### config.mk
export PLATFORM = sky130hd
export DESIGN_NAME = bpfa_ram
export DESIGN_NICKNAME = d
export VERILOG_FILES = /design/src/rtl/bpfa_ram.sv
export SDC_FILE = /design/constraint.sdc
export NUM_CORES = 2
export LEC_CHECK = 0
export ABC_AREA = 0
export BUFFER_PORTS_ARGS = -buffer_cell sky130_fd_sc_hd__buf_4
export CELL_PAD_IN_SITES_DETAIL_PLACEMENT = 1
export CELL_PAD_IN_SITES_GLOBAL_PLACEMENT = 1
export CORE_ASPECT_RATIO = 2
export CORE_UTILIZATION = 45
export DETAILED_ROUTE_END_ITERATION = 7
export GPL_TIMING_DRIVEN = 0
export PLACE_DENSITY_LB_ADDON = 0.3
export SYNTH_ARGS = -nofsm -noshare
export SYNTH_HDL_FRONTEND = slang
export SYNTH_SLANG_ARGS = --single-unit
### constraint.sdc
create_clock -name i_clk -period 8.8 [get_ports i_clk]
set_clock_uncertainty 0.05 [all_clocks]
set_input_delay 0.44 -clock i_clk [delete_from_list [all_inputs] [get_ports i_clk]]
set_output_delay 0.44 -clock i_clk [all_outputs]
set_load 0.05 [all_outputs]
### src/rtl/bpfa_ram.sv
// Generic simple dual-port RAM with registered read.
// No dependencies; holds the used map of the allocator.
module bpfa_ram #(
    parameter int WIDTH = 64,
    parameter int DEPTH = 64,
    parameter int AW    = (DEPTH > 1) ? $clog2(DEPTH) : 1
) (
    input  logic             i_clk,
    input  logic             i_we,
    input  logic [AW-1:0]    i_waddr,
    input  logic [WIDTH-1:0] i_wdata,
    input  logic             i_re,
    input  logic [AW-1:0]    i_raddr,
    output logic [WIDTH-1:0] o_rdata
);

    logic [WIDTH-1:0] r_mem [DEPTH];
    logic [WIDTH-1:0] r_rdata;

    always_ff @(posedge i_clk) begin
        if (i_we) begin
            r_mem[i_waddr] <= i_wdata;
        end
        if (i_re) begin
            r_rdata <= r_mem[i_raddr];
        end
    end

    assign o_rdata = r_rdata;

endmodule

==> flow_summary_export.csv <==
group,metric,value,unit
placement,port_buffers,134,
pwr,leakage,56.0,nW
logic_synthesis,async_flop_share,0,%
worst_setup_path,crit_chain,"buf_4, buf_2, buf_2, nor2_1, clkbuf_1, a2bb2oi_1, a31oi_1, a211oi_1",
pwr,p_per_area,225,nW/um^2
floorplanning,start_util,45.2,%
sta,rsz0062_at_grt,"false",
worst_setup_path,crit_path_end,"o_rdata[33]",
final_layout,drive_gt1_share,29.0,%
worst_setup_path,path_depth,8,
sta,slew_viol_final,2,
logic_synthesis,synth_seq_cells,4160,
final_layout,areaGrowthSynthToFinish,15.1,%
route,drc,0,
worst_setup_path,crit_required,9.40,ns
job,maxCapViolations,2,
sta,hold_ws,-0.0203,ns
worst_setup_path,startpoint_type,"primary input",
clocking,h-tree-depth,5,
worst_setup_path,rr_startpoint,"r_mem[36][58]",
final_layout,stdcell_count,12261,
worst_setup_path,worstSetupEndpointType,"flip-flop",
worst_hold_path,hold_path.class,"primary input to flip-flop",
floorplanning,fp.dieArea,351000,sq um
route,routed_via_density,6.28,
worst_setup_path,cp_top_family,"buffers and inverters",
clocking,clkLatencyLatePin,1.00,ns
logic_synthesis,synthCells,6598,
global_routing,grt_max_degree,65,
final_layout,final_nets,7427,
sta,post-route-period-util,45.0,%
logic_synthesis,synth.distinct_cells,32,
global_routing,grt_pass1_vias,82393,
clocking,post_cts_buffers,0,
sta,finalHoldViolCount,16,
clocking,cts_sinks,4160,
worst_setup_path,slowest_delay,1.17,ns
worst_setup_path,cp-startpoint,"i_raddr[1]",
clocking,clk_path_buf_depth,4,
placement,placed_cells,11572,
clocking,cts_tree,"yes",
placement,dpl_cell_area,169000,sq um
global_routing,track_usage,28.7,%
placement,post-dp-hpwl,355000,um
floorplanning,io_pins,143,
worst_setup_path,slowest_stage,"nor2_1",
logic_synthesis,seq_area_frac_synth,79.6,%
worst_setup_path,cp_max_fo,10,
sta,relSlewSlack,-3.71,%
outcome,status,"complete, but fails checks",
global_routing,grt_overflow,0,
logic_synthesis,syn-cell-area,157000,sq um
logic_synthesis,syn-num-nets,6677,
sta,worstMarginPinSlew,1.54,ns
worst_setup_path,r2r_cells,4,
route,ant_nets,0,
route,dr.pass1.iters,5,
route,drt_wl_total,504000,um
sta,fin_crit,3.96,ns
floorplanning,row_count,306,
pwr,ir_drop,0.000173,V
final_layout,utilization,52.0,%
worst_setup_path,critPathBufInv,4,
route,wl_per_cell,41.1,um
route,first_iter_violations,8868,
placement,gp_congestion,0.833,
route,vias,76986,
clocking,clkTransAtPathRegs,0.06,ns
worst_setup_path,worst_ep_arrival_time,4.56,ns
global_routing,grt_pass1_wl,679000,um
global_routing,antenna_found_initial,36,
floorplanning,die_w,420,um
worst_setup_path,crit_type,"primary input to flip-flop",
sta,fin_tns_setup,0,ns
worst_setup_path,r2r_end,"o_rdata[58]",
clocking,root_buffer,"clkbuf_16",
logic_synthesis,synth-main-ff-cell,"edfxtp_1",
floorplanning,fp.dieH,837,um
logic_synthesis,yosysWarningCount,0,
worst_setup_path,reg2reg_slack,5.65,ns
worst_setup_path,critPathMostFrequentCell,"buf_2",
outcome,violations,"negative hold slack, max-capacitance violations, max-slew violations",
final_layout,fin_area,181000,sq um
clocking,cts_made_buffers,359,
floorplanning,core_area,347000,sq um
sta,finalSetupViolCount,0,
sta,fmax,253,MHz
logic_synthesis,synth-edff-count,4160,
logic_synthesis,syn_avg_cell_area,23.8,sq um
[power breakdown]
part           total [mW]  leakage, nW  switching (mW)  internal (mW)
logic                2.35         12.8            1.61          0.741
registers            22.0         37.5          0.0521           22.0
clock network        16.3         5.71            7.31           8.98
[how the worst min path moves through the flow]
stage / startpoint / end / slack [ns] / depth (start not counted)
2_1_floorplan: i_wdata[0] / r_mem[0][0] / 0.49 / 0
3_3_place_gp: o_rdata[55] / o_rdata[55] / 0.88 / 1
3_5_place_dp: o_rdata[53] / o_rdata[53] / 0.88 / 1
4_1_cts: i_wdata[44] / r_mem[24][44] / 0.0001 / 1
5_1_grt: i_wdata[50] / r_mem[49][50] / 0.01 / 1
6_report: i_wdata[53] / r_mem[16][53] / -0.02 / 1
[stage by stage]
| step | setup slack [ns] | total power [mW] |
|---|---|---|
| after floorplan | 2.87 | 23.6 |
| after global placement | -4.71 | 24.7 |
| after detailed placement | 3.83 | 24.8 |
| after CTS | 4.84 | 40.8 |
| after global routing | 4.94 | 41.4 |
| final | 4.84 | 40.7 |
[metal layers]
layer  up-vias  track usage (%)  wire length, um
li1      29977                -                -
met1     41725             28.5           154000
met2      3904             53.2           277000
met3      1358             4.15            28700
met4        22             21.6            43900
met5         -                0              128
[sequential cells by signal (all words and copies together), names as in the netlist]
register,count
o_rdata,64
r_mem,4096
[timing repair]
| item | in CTS | in global routing |
|---|---|---|
| hold endpoints to repair | 1021 | 20 |
| gates resized for setup | 0 | 0 |
| hold buffers | 33 | 1 |
[cell type report]
type                    count  area [sq um]
clock buffers             415          9430
well taps                4620          5780
plain buffers             370          1790
flip-flops and latches   4160        125000
clock inverters           219          2240
repair buffers            389          5670
diodes                     20          50.0
fillers                 29606        167000
multi-input cells        2049         30700
inverters                  19          71.3
[cells by family (layout without fill, tap and decap cells)]
| kind of cell | count (synthesis) | in the layout | share of synthesized area, % |
|---|---|---|---|
| buffers and inverters | 389 | 1412 | 1.18 |
| DFF | 4160 | 4160 | 79.6 |
| AOI/OAI and AO/OA | 504 | 504 | 2.47 |
| and+or+nand+nor | 386 | 386 | 1.23 |
| muxes | 1159 | 1159 | 15.6 |
| other | 0 | 20 | 0 |
[Yosys cell counts (2+ instances only)]
library cell	count	share of area (%)
edfxtp_1	4160	80
mux4_2	1024	15
buf_2	170	0.54
a22oi_1	168	0.80
clkbuf_1	140	0.33
mux2i_1	135	0.86
nor2_1	112	0.27
a22o_1	88	0.49
o22ai_1	83	0.33
and3_1	64	0.26
a211oi_1	63	0.30
nand2_1	58	0.14
nand3_1	45	0.14
o221ai_1	38	0.21
buf_4	34	0.16
or3_1	29	0.12
nor2b_1	28	0.11
or2_2	28	0.11
a41oi_1	26	0.15
buf_1	20	0.048
a2bb2oi_1	19	0.11
inv_1	19	0.045
a31oi_1	18	0.072
nand2b_1	11	0.044
buf_6	6	0.043
and2_1	3	0.012
nand3b_1	2	0.0096
nand4_1	2	0.0080
nor3_1	2	0.0064
[cell usage in the layout (no fill, tap or decap), drive strengths merged, types with 19 or more instances in the layout]
cell         count
mux4          1024
edfxtp        4160
nand3           45
clkbuf         555
mux2i          135
nor2           112
and3            64
bufinv          44
o221ai          38
dlygate4sd3     34
a211oi          63
buf            585
nor2b           28
diode           20
clkinv         150
nand2           58
a22o            88
or2             28
a41oi           26
or3             29
inv             31
o22ai           83
a2bb2oi         19
a22oi          168
(Power assumes the default switching activity.)
